<file path="src/hw/rtl/ttl_pkg.sv">
// ----------------------------------------------------------------------------
// ttl_pkg
// Types, constants and the thermocouple table for the linearizer.
// ----------------------------------------------------------------------------
package ttl_pkg;

  localparam int FULL_TABLE = 51;
  localparam int IDX_W      = 6;
  localparam int UV_W       = 18;
  localparam int MV_W       = 29;
  localparam int OUT_W      = 20;
  localparam logic signed [OUT_W-1:0] OUT_MIN = -20'sd10240;
  localparam logic signed [OUT_W-1:0] OUT_MAX = 20'sd300000;

  typedef enum logic [1:0] {
    REG_ADC_REF  = 2'd0,
    REG_ADC_RES  = 2'd1,
    REG_COLD_JCT = 2'd2
  } reg_idx_t;

  typedef enum logic [1:0] {
    BK_IDLE = 2'd0,
    BK_DIV  = 2'd1,
    BK_FIN  = 2'd2,
    BK_OUT  = 2'd3
  } back_state_t;

  // Front-to-back queue entry: microvolts and chosen segment.
  typedef struct packed {
    logic [UV_W-1:0]  uv;
    logic [IDX_W-1:0] seg;
  } seg_item_t;

  function automatic logic [13:0] uv_point(input logic [IDX_W-1:0] i);
    logic [13:0] r;
    begin
      unique case (i)
        6'd0: r = 14'd0;      6'd1: r = 14'd266;    6'd2: r = 14'd522;
        6'd3: r = 14'd770;    6'd4: r = 14'd1010;   6'd5: r = 14'd1244;
        6'd6: r = 14'd1473;   6'd7: r = 14'd1697;   6'd8: r = 14'd1917;
        6'd9: r = 14'd2135;   6'd10: r = 14'd2351;  6'd11: r = 14'd2566;
        6'd12: r = 14'd2780;  6'd13: r = 14'd2994;  6'd14: r = 14'd3209;
        6'd15: r = 14'd3426;  6'd16: r = 14'd3644;  6'd17: r = 14'd3865;
        6'd18: r = 14'd4088;  6'd19: r = 14'd4314;  6'd20: r = 14'd4544;
        6'd21: r = 14'd4777;  6'd22: r = 14'd5014;  6'd23: r = 14'd5255;
        6'd24: r = 14'd5500;  6'd25: r = 14'd5750;  6'd26: r = 14'd6003;
        6'd27: r = 14'd6261;  6'd28: r = 14'd6523;  6'd29: r = 14'd6789;
        6'd30: r = 14'd7059;  6'd31: r = 14'd7332;  6'd32: r = 14'd7609;
        6'd33: r = 14'd7889;  6'd34: r = 14'd8171;  6'd35: r = 14'd8456;
        6'd36: r = 14'd8742;  6'd37: r = 14'd9030;  6'd38: r = 14'd9319;
        6'd39: r = 14'd9607;  6'd40: r = 14'd9896;  6'd41: r = 14'd10183;
        6'd42: r = 14'd10468; 6'd43: r = 14'd10750; 6'd44: r = 14'd11029;
        6'd45: r = 14'd11304; 6'd46: r = 14'd11573; 6'd47: r = 14'd11835;
        6'd48: r = 14'd12091; 6'd49: r = 14'd12337; 6'd50: r = 14'd12575;
        default: r = 14'd12575;
      endcase
      return r;
    end
  endfunction

endpackage

</file>
<file path="src/hw/rtl/ttl_front.sv">
// ----------------------------------------------------------------------------
// ttl_front
// Scales a code to millivolts, then to microvolts (x1000/201), and picks
// the table segment by a parallel compare against the interior points.
// ----------------------------------------------------------------------------
module ttl_front #(
  parameter int TABLE_POINTS = 51
) (
  input  logic                        clk,
  input  logic                        rst,
  input  logic                        in_valid,
  output logic                        in_stall,
  input  logic [15:0]                 adc_code,
  input  logic [12:0]                 vref_mv,
  input  logic [4:0]                  adc_resolution_bits,
  output logic                        q_valid,
  input  logic                        q_full,
  output ttl_pkg::seg_item_t          q_data
);
  localparam int NP = (TABLE_POINTS < 2) ? 2 :
                      ((TABLE_POINTS > ttl_pkg::FULL_TABLE) ? ttl_pkg::FULL_TABLE
                                                            : TABLE_POINTS);
  localparam int IW = ttl_pkg::IDX_W;
  localparam int UW = ttl_pkg::UV_W;
  localparam int MW = ttl_pkg::MV_W;
  // floor(x/201) for x < 2^27: multiply by ceil(2^35/201)
  localparam logic [27:0] RECIP_201 = 28'd170943972;

  // stage 1: product, stage 2: shift and x1000, stage 3: /201 and search
  logic                       v1, v2, v3;
  logic                       busy, take;
  logic [MW-1:0]              prod;
  logic [MW-1:0]              mv_c;
  logic [16:0]                mv_sat;
  logic [26:0]                mv1000;
  logic [54:0]                recip;
  logic [19:0]                uv_full;
  logic [UW-1:0]              uv;
  logic [IW-1:0]              seg;
  logic [UW-1:0]              uv_c;
  logic [IW-1:0]              seg_c;

  assign busy     = v1 | v2 | v3;
  assign in_stall = busy | rst;
  assign take     = in_valid & ~in_stall;
  assign q_valid  = v3;
  assign q_data   = '{uv: uv, seg: seg};

  // anything this large lands far past the table end and saturates anyway
  assign mv_c    = prod >> adc_resolution_bits;
  assign mv_sat  = (|mv_c[MW-1:17]) ? 17'h1FFFF : mv_c[16:0];
  assign recip   = {28'd0, mv1000} * {27'd0, RECIP_201};
  assign uv_full = recip[54:35];

  always_comb begin
    uv_c  = (|uv_full[19:UW]) ? '1 : uv_full[UW-1:0];
    seg_c = IW'(NP - 2);
    for (int i = NP - 2; i >= 1; i--) begin
      if (uv_c < {4'd0, ttl_pkg::uv_point(IW'(i))})
        seg_c = IW'(i - 1);
    end
  end

  always_ff @(posedge clk) begin
    if (rst) begin
      v1 <= 1'b0;
      v2 <= 1'b0;
      v3 <= 1'b0;
    end else begin
      v1 <= take;
      v2 <= v1;
      if (v2) v3 <= 1'b1;
      else if (v3 & ~q_full) v3 <= 1'b0;
    end
    if (take) prod <= {13'd0, adc_code} * {16'd0, vref_mv};
    if (v1) mv1000 <= {10'd0, mv_sat} * 27'd1000;
    if (v2) begin
      uv  <= uv_c;
      seg <= seg_c;
    end
  end
endmodule

</file>
<file path="src/hw/rtl/ttl_queue.sv">
// ----------------------------------------------------------------------------
// ttl_queue
// Two-entry queue between the front and the back.
// ----------------------------------------------------------------------------
module ttl_queue (
  input  logic               clk,
  input  logic               rst,
  input  logic               wr_valid,
  output logic               full,
  input  ttl_pkg::seg_item_t wr_data,
  output logic               rd_valid,
  input  logic               rd_take,
  output ttl_pkg::seg_item_t rd_data
);
  ttl_pkg::seg_item_t mem [2];
  logic       wp, rp;
  logic [1:0] cnt;
  logic       wr, rd;

  assign full     = cnt == 2'd2;
  assign rd_valid = cnt != 2'd0;
  assign rd_data  = mem[rp];
  assign wr       = wr_valid & ~full;
  assign rd       = rd_take & rd_valid;

  always_ff @(posedge clk) begin
    if (rst) begin
      wp  <= 1'b0;
      rp  <= 1'b0;
      cnt <= 2'd0;
    end else begin
      if (wr) wp <= ~wp;
      if (rd) rp <= ~rp;
      cnt <= cnt + {1'b0, wr} - {1'b0, rd};
    end
    if (wr) mem[wp] <= wr_data;
  end
endmodule

</file>
<file path="src/hw/rtl/ttl_back.sv">
// ----------------------------------------------------------------------------
// ttl_back
// Interpolates within the segment, adds cold junction, saturates.
// dx is 214 to 289, so it fits the 9-bit divisor of the restoring /dx divider.
// ----------------------------------------------------------------------------
module ttl_back (
  input  logic                        clk,
  input  logic                        rst,
  input  logic                        q_valid,
  output logic                        q_take,
  input  ttl_pkg::seg_item_t          q_data,
  input  logic signed [15:0]          cold_junction_temp,
  output logic                        out_valid,
  input  logic                        out_stall,
  output logic signed [19:0]          tip_temperature
);
  localparam int NW = 27;
  localparam int IW = ttl_pkg::IDX_W;
  localparam int UW = ttl_pkg::UV_W;
  // floor(x/100) for x < 2^18: multiply by ceil(2^25/100)
  localparam logic [18:0] RECIP_100 = 19'd335545;

  ttl_pkg::back_state_t state, state_next;
  logic [4:0]          cnt;
  logic [NW-1:0]       num, quo;
  logic [8:0]          rem, dx;
  logic [9:0]          rem_sh, rem_sub;
  logic [IW-1:0]       seg;
  logic [13:0]         x1, x2, dx_full;
  logic [UW-1:0]       du;
  logic [16:0]         dc;
  logic [17:0]         qc;
  logic [36:0]         q_scaled;
  logic [11:0]         deg;
  logic signed [21:0]  tn;

  assign x1       = ttl_pkg::uv_point(q_data.seg);
  assign x2       = ttl_pkg::uv_point(q_data.seg + IW'(1));
  assign dx_full  = x2 - x1;
  // offsets this far into a segment always saturate high
  assign du       = q_data.uv - {4'd0, x1};
  assign dc       = du[UW-1] ? '1 : du[16:0];
  assign rem_sh   = {rem, num[NW-1]};
  assign rem_sub  = rem_sh - {1'b0, dx};
  assign qc       = (|quo[NW-1:18]) ? '1 : quo[17:0];
  assign q_scaled = {19'd0, qc} * {18'd0, RECIP_100};
  assign deg      = {6'd0, seg} * 12'd10 + q_scaled[36:25];
  assign tn       = $signed({2'b00, deg, 8'd0}) +
                    $signed({{6{cold_junction_temp[15]}}, cold_junction_temp});

  always_comb begin
    state_next = state;
    q_take     = 1'b0;
    out_valid  = 1'b0;
    unique case (state)
      ttl_pkg::BK_IDLE: begin
        q_take = q_valid;
        if (q_valid) state_next = ttl_pkg::BK_DIV;
      end
      ttl_pkg::BK_DIV: begin
        if (cnt == 5'(NW - 1)) state_next = ttl_pkg::BK_FIN;
      end
      ttl_pkg::BK_FIN: begin
        state_next = ttl_pkg::BK_OUT;
      end
      ttl_pkg::BK_OUT: begin
        out_valid = 1'b1;
        if (!out_stall) state_next = ttl_pkg::BK_IDLE;
      end
    endcase
  end

  always_ff @(posedge clk) begin
    if (rst) begin
      state <= ttl_pkg::BK_IDLE;
    end else begin
      state <= state_next;
    end
  end

  always_ff @(posedge clk) begin
    if (q_take) begin
      cnt <= '0;
      seg <= q_data.seg;
      num <= {10'd0, dc} * 27'd1000;
      dx  <= dx_full[8:0];
      rem <= '0;
      quo <= '0;
    end else if (state == ttl_pkg::BK_DIV) begin
      if (rem_sh >= {1'b0, dx}) begin
        rem <= rem_sub[8:0];
        quo <= {quo[NW-2:0], 1'b1};
      end else begin
        rem <= rem_sh[8:0];
        quo <= {quo[NW-2:0], 1'b0};
      end
      num <= num << 1;
      cnt <= cnt + 5'd1;
    end
    if (state == ttl_pkg::BK_FIN) begin
      if (tn < 22'(ttl_pkg::OUT_MIN)) tip_temperature <= ttl_pkg::OUT_MIN;
      else if (tn > 22'(ttl_pkg::OUT_MAX)) tip_temperature <= ttl_pkg::OUT_MAX;
      else tip_temperature <= tn[19:0];
    end
  end
endmodule

</file>
<file path="src/hw/rtl/thermocouple_table_linearizer_top.sv">
// ----------------------------------------------------------------------------
// thermocouple_table_linearizer_top
// ADC code to tip temperature through a piecewise-linear thermocouple table.
// ----------------------------------------------------------------------------
// Path: the front stages, the queue, then the back's bit-serial /dx divider.
// Neither the front nor the back takes a new item while it still holds one.
// Reset: synchronous; registers return to 3300 mV, 12 bits, 25 degrees.
module thermocouple_table_linearizer_top #(
  parameter int TABLE_POINTS = 51
) (
  input  logic               clk,
  input  logic               rst,
  input  logic               in_valid,
  output logic               in_stall,
  input  logic [15:0]        adc_code,
  output logic               out_valid,
  input  logic               out_stall,
  output logic signed [19:0] tip_temperature,
  input  logic               cfg_valid,
  output logic               cfg_ready,
  input  logic [1:0]         cfg_index,
  input  logic [15:0]        cfg_data
);
  logic [12:0]        vref_mv;
  logic [4:0]         adc_resolution_bits;
  logic signed [15:0] cold_junction_temp;
  logic               fq_valid, fq_full, bq_valid, bq_take;
  ttl_pkg::seg_item_t fq_data, bq_data;

  assign cfg_ready = ~rst;

  always_ff @(posedge clk) begin
    if (rst) begin
      vref_mv             <= 13'd3300;
      adc_resolution_bits <= 5'd12;
      cold_junction_temp  <= 16'sd6400;
    end else if (cfg_valid && cfg_ready) begin
      unique case (cfg_index)
        ttl_pkg::REG_ADC_REF:  vref_mv             <= cfg_data[12:0];
        ttl_pkg::REG_ADC_RES:  adc_resolution_bits <= cfg_data[4:0];
        ttl_pkg::REG_COLD_JCT: cold_junction_temp  <= $signed(cfg_data);
        default: ;
      endcase
    end
  end

  ttl_front #(.TABLE_POINTS(TABLE_POINTS)) u_front (
    .clk, .rst, .in_valid, .in_stall, .adc_code, .vref_mv,
    .adc_resolution_bits, .q_valid(fq_valid), .q_full(fq_full), .q_data(fq_data)
  );

  ttl_queue u_queue (
    .clk, .rst, .wr_valid(fq_valid), .full(fq_full), .wr_data(fq_data),
    .rd_valid(bq_valid), .rd_take(bq_take), .rd_data(bq_data)
  );

  ttl_back u_back (
    .clk, .rst, .q_valid(bq_valid), .q_take(bq_take), .q_data(bq_data),
    .cold_junction_temp, .out_valid, .out_stall, .tip_temperature
  );

  a_out_range: assert property (@(posedge clk) disable iff (rst)
    out_valid |-> (tip_temperature >= ttl_pkg::OUT_MIN &&
                   tip_temperature <= ttl_pkg::OUT_MAX))
    else $error("result out of range");
  a_no_accept_busy: assert property (@(posedge clk) disable iff (rst)
    (in_valid && !in_stall) |=> in_stall)
    else $error("front took two items back to back");
endmodule

</file>
<file path="config.mk">
export PLATFORM = sky130hd
export DESIGN_NAME = thermocouple_table_linearizer_top
export DESIGN_NICKNAME = d
export VERILOG_FILES = /design/src/hw/rtl/ttl_pkg.sv /design/src/hw/rtl/ttl_front.sv /design/src/hw/rtl/ttl_queue.sv /design/src/hw/rtl/ttl_back.sv /design/src/hw/rtl/thermocouple_table_linearizer_top.sv
export SDC_FILE = /design/constraint.sdc
export NUM_CORES = 2
export LEC_CHECK = 0
export ABC_AREA = 1
export BUFFER_PORTS_ARGS = -buffer_cell sky130_fd_sc_hd__buf_2
export CORE_ASPECT_RATIO = 1.4
export CORE_MARGIN = 4
export CORE_UTILIZATION = 55
export CTS_CLUSTER_SIZE = 12
export DETAILED_ROUTE_END_ITERATION = 16
export HOLD_SLACK_MARGIN = 0.03
export PLACE_DENSITY_LB_ADDON = 0.2
export SETUP_SLACK_MARGIN = 0.2
export SLEW_MARGIN = 10
export SYNTH_ARGS = -nofsm -noshare
export SYNTH_HDL_FRONTEND = slang
export SYNTH_SLANG_ARGS = --single-unit
</file>
<file path="constraint.sdc">
create_clock -name clk -period 19.69 [get_ports clk]
set_input_delay 3.938 -clock clk [delete_from_list [all_inputs] [get_ports clk]]
set_output_delay 3.938 -clock clk [all_outputs]
set_load 0.02 [all_outputs]
</file>
==> results_dict.tcl <==
set metrics [dict create \
    status "complete, no violations" \
    synthTopCellsByArea "fa_1 (26%), ha_1 (19%), edfxtp_1 (12%)" \
    die_y_um 347 \
    num_vias 34900 \
    max_freq_ghz 0.0826 \
    ys_ff_latch 269 \
    pin_count 62 \
    grt_max_degree 44 \
    finalMaxSlewViolations 0 \
    arrival_ns 12.42 \
    drtIter0Drc 1645 \
    whs_path_depth 0 \
    syn-cell-area_um2 45200 \
    hold_start "u_front.uv[12]$_DFFE_PP_" \
    die-area_um2 86800 \
    drive_above_1_share_pct 4.05 \
    clkTransAtPathRegs_ns 0.06 \
    synth_fp_nets 6834 \
    die_w_um 250 \
    cts_hold_buf 0 \
    rows 124 \
    rrSetupSlack_ns 7.59 \
    vias_per_cell 5.26 \
    synthArstFlopShare_pct 0 \
    holdPathEnd "u_queue.mem[0][18]$_DFFE_PP_" \
    path_buf_inv 9 \
    yosys_most_used_dff "edfxtp_1" \
    cts_tree "built" \
    clk-insertion-delay-late_ns 0.60 \
    register_area_um2 7230 \
    place_congestion 0.957 \
    core_um2 81600 \
    post_cts_buffers 0 \
    nFillCells 7600 \
    netlist_instances 5529 \
    tightest_slew_ns 1.04 \
    maxCapViolCount 0 \
    top_layer "met5" \
    synth_commonest_cells "inv_1 (1418), nand2_1 (1018), ha_1 (685), fa_1 (581), nor2_1 (307)" \
    synth_edf_count 184 \
    antenna_found_initial 6 \
    grt.overflow.total 0 \
    min_path_type "reg2reg" \
    cts.sinks 269 \
    cts_resized 0 \
    antenna_left 0 \
    cts_root_buffer "clkbuf_16" \
    port_buffers 61 \
    wl_met2_um 59100 \
    grt_pass1_wl_um 185000 \
    post-synth-top-count-cell "inv_1" \
    layout_min_cycle_time_ns 12.10 \
    drt_wl_total_um 112000 \
    crit_required_ns 20.01 \
    drcViolationCount 0 \
    htreeDepth 1 \
    ys_seq_area_share_pct 16.0 \
    end_kind "register" \
    cp_top_family "compound AO/OA/AOI/OAI gates" \
    yosys.area.top_type_share_pct 25.7 \
    initial_core_util_pct 55.4 \
    multiInputGateArea_um2 32100 \
    wl_met1_um 44500 \
    cpPeakStageDelay_ns 0.55 \
    timing.rr.end "u_back.num[26]$_DFFE_PP_" \
    rsz0062_at_grt "false" \
    wl_met3_um 3850 \
    worstSetupPathType "reg2reg" \
    yosys_warnings 0 \
    yosysTopAreaCell "fa_1" \
    fin_nets 6839 \
    start_kind "register" \
    first_pass_iters 6 \
    slew_headroom_pct 30.5 \
    tns_ns 0 \
    hold_viol 0 \
    fin_skew_ns 0.0177 \
    place_hpwl_um 95600 \
    finalCritPeriodShare_pct 61.5 \
    clock_path_buffers 3 \
    ys_types 66 \
    cp_max_fo 21 \
    detail_route.wl_per_cell_um 16.9 \
    grt_usage_pct 26.0 \
    syn_to_final_growth_pct 5.48 \
    rr_worst_depth 58 \
    setup_viol 0 \
    grt_pass1_vias 36700 \
    cts_buffers 31 \
    crit_path_top_delay_cell "a21oi_1" \
    syn_avg_cell_area_um2 8.17 \
]
## layer usage
layer | GRT usage [%] | up-vias
met3 | 2.30 | 250
li1 | - | 17200
met1 | 30.8 | 16800
met2 | 49.1 | 722
met4 | 9.05 | 6
met5 | 0 | -
## cells by family after synthesis
kind of cell	share of synthesized area, %
AO/OA/AOI/OAI	9.05
multiplexers	0.266
flip-flops	16.0
adder cells (fa/ha/maj)	44.7
AND/OR/NAND/NOR	14.5
XOR/XNOR	2.54
buffers and inverters	13.0
## final cells by class
| class | count | share of cell area [%] |
|---|---|---|
| Tap cell | 1071 | 2.81 |
| Clock buffer | 46 | 1.92 |
| Sequential cell | 269 | 15.2 |
| Clock inverter | 12 | 0.318 |
| Multi-Input combinational cell | 3706 | 67.4 |
| Timing Repair Buffer | 85 | 1.02 |
| Antenna cell | 3 | 0.0158 |
| Inverter | 1441 | 11.4 |
## sequential cells by signal (all words and copies together) (netlist names), named ones only
name,cells
u_queue.mem,48
u_front.prod,29
u_back.quo,27
u_back.num,24
u_front.mv1000,24
u_back.tip_temperature,20
u_front.uv,18
cold_junction_temp,16
vref_mv,13
u_back.dx,9
u_back.rem,9
u_back.seg,6
u_front.seg,6
adc_resolution_bits,5
u_back.cnt,5
u_back.state,2
u_queue.cnt,2
u_front.q_valid,1
u_front.v1,1
u_front.v2,1
u_queue.rp,1
u_queue.wp,1
## cells in the final DEF (no fill, tap or decap), types with 4 or more instances in the layout
cell,synthesis,layout
nor4_1,4,4
edfxtp_1,184,184
a21boi_0,6,6
xor2_1,99,99
o31ai_1,22,21
mux2i_1,12,12
nand3_2,4,4
nand2_1,1018,1018
nand3b_1,4,4
inv_2,19,19
and2_1,5,5
nor3_1,40,40
nand4_1,23,23
o21ai_0,237,236
a21o_1,14,14
o22ai_1,9,9
o21ai_1,4,5
dfxtp_1,85,85
o311ai_0,10,10
a31oi_1,27,27
clkbuf_16,0,32
clkbuf_8,0,6
a21oi_1,247,246
buf_2,0,61
nor2_1,307,302
ha_1,685,685
fa_1,581,581
buf_4,2,24
nand2_2,12,12
o211ai_1,16,16
clkbuf_1,106,8
a211oi_1,11,11
xnor2_1,32,32
inv_1,1418,1418
clkinv_1,4,5
a22oi_1,27,27
or2_2,18,18
nor2_2,11,16
nand3_1,137,137
o21bai_1,39,39
## worst max-delay path by stage
| stage | startpoint | endpoint | cells past startpoint |
|---|---|---|---|
| 6_report | register | u_back.num[26]$_DFFE_PP_ | 58 |
| 5_1_grt | register | u_back.num[26]$_DFFE_PP_ | 58 |
| 4_1_cts | register | u_back.num[26]$_DFFE_PP_ | 58 |
| 3_5_place_dp | register | u_back.num[26]$_DFFE_PP_ | 58 |
| 3_3_place_gp | register | u_back.num[26]$_DFFE_PP_ | 58 |
| 2_1_floorplan | register | u_back.num[26]$_DFFE_PP_ | 62 |
## stage by stage
step | setup slack, ns | cell area (um2) | hold WS (ns) | cells | util [%]
floorplan | 9.13 | 45200 | 0.421 | 5529 | -
global placement | 7.86 | 46600 | 0.426 | 6572 | 57.1
detailed placement | 7.68 | 46600 | 0.430 | 6572 | 57.1
CTS | 7.59 | 47600 | 0.445 | 6630 | 58.4
global route | 6.43 | 47600 | 0.455 | 6630 | 58.4
finish | 7.59 | 47700 | 0.445 | 6633 | 58.4
Power is left out: the tool's default activity adds up to more than one toggle a clock period on the data nets, which glitch-free logic cannot reach.
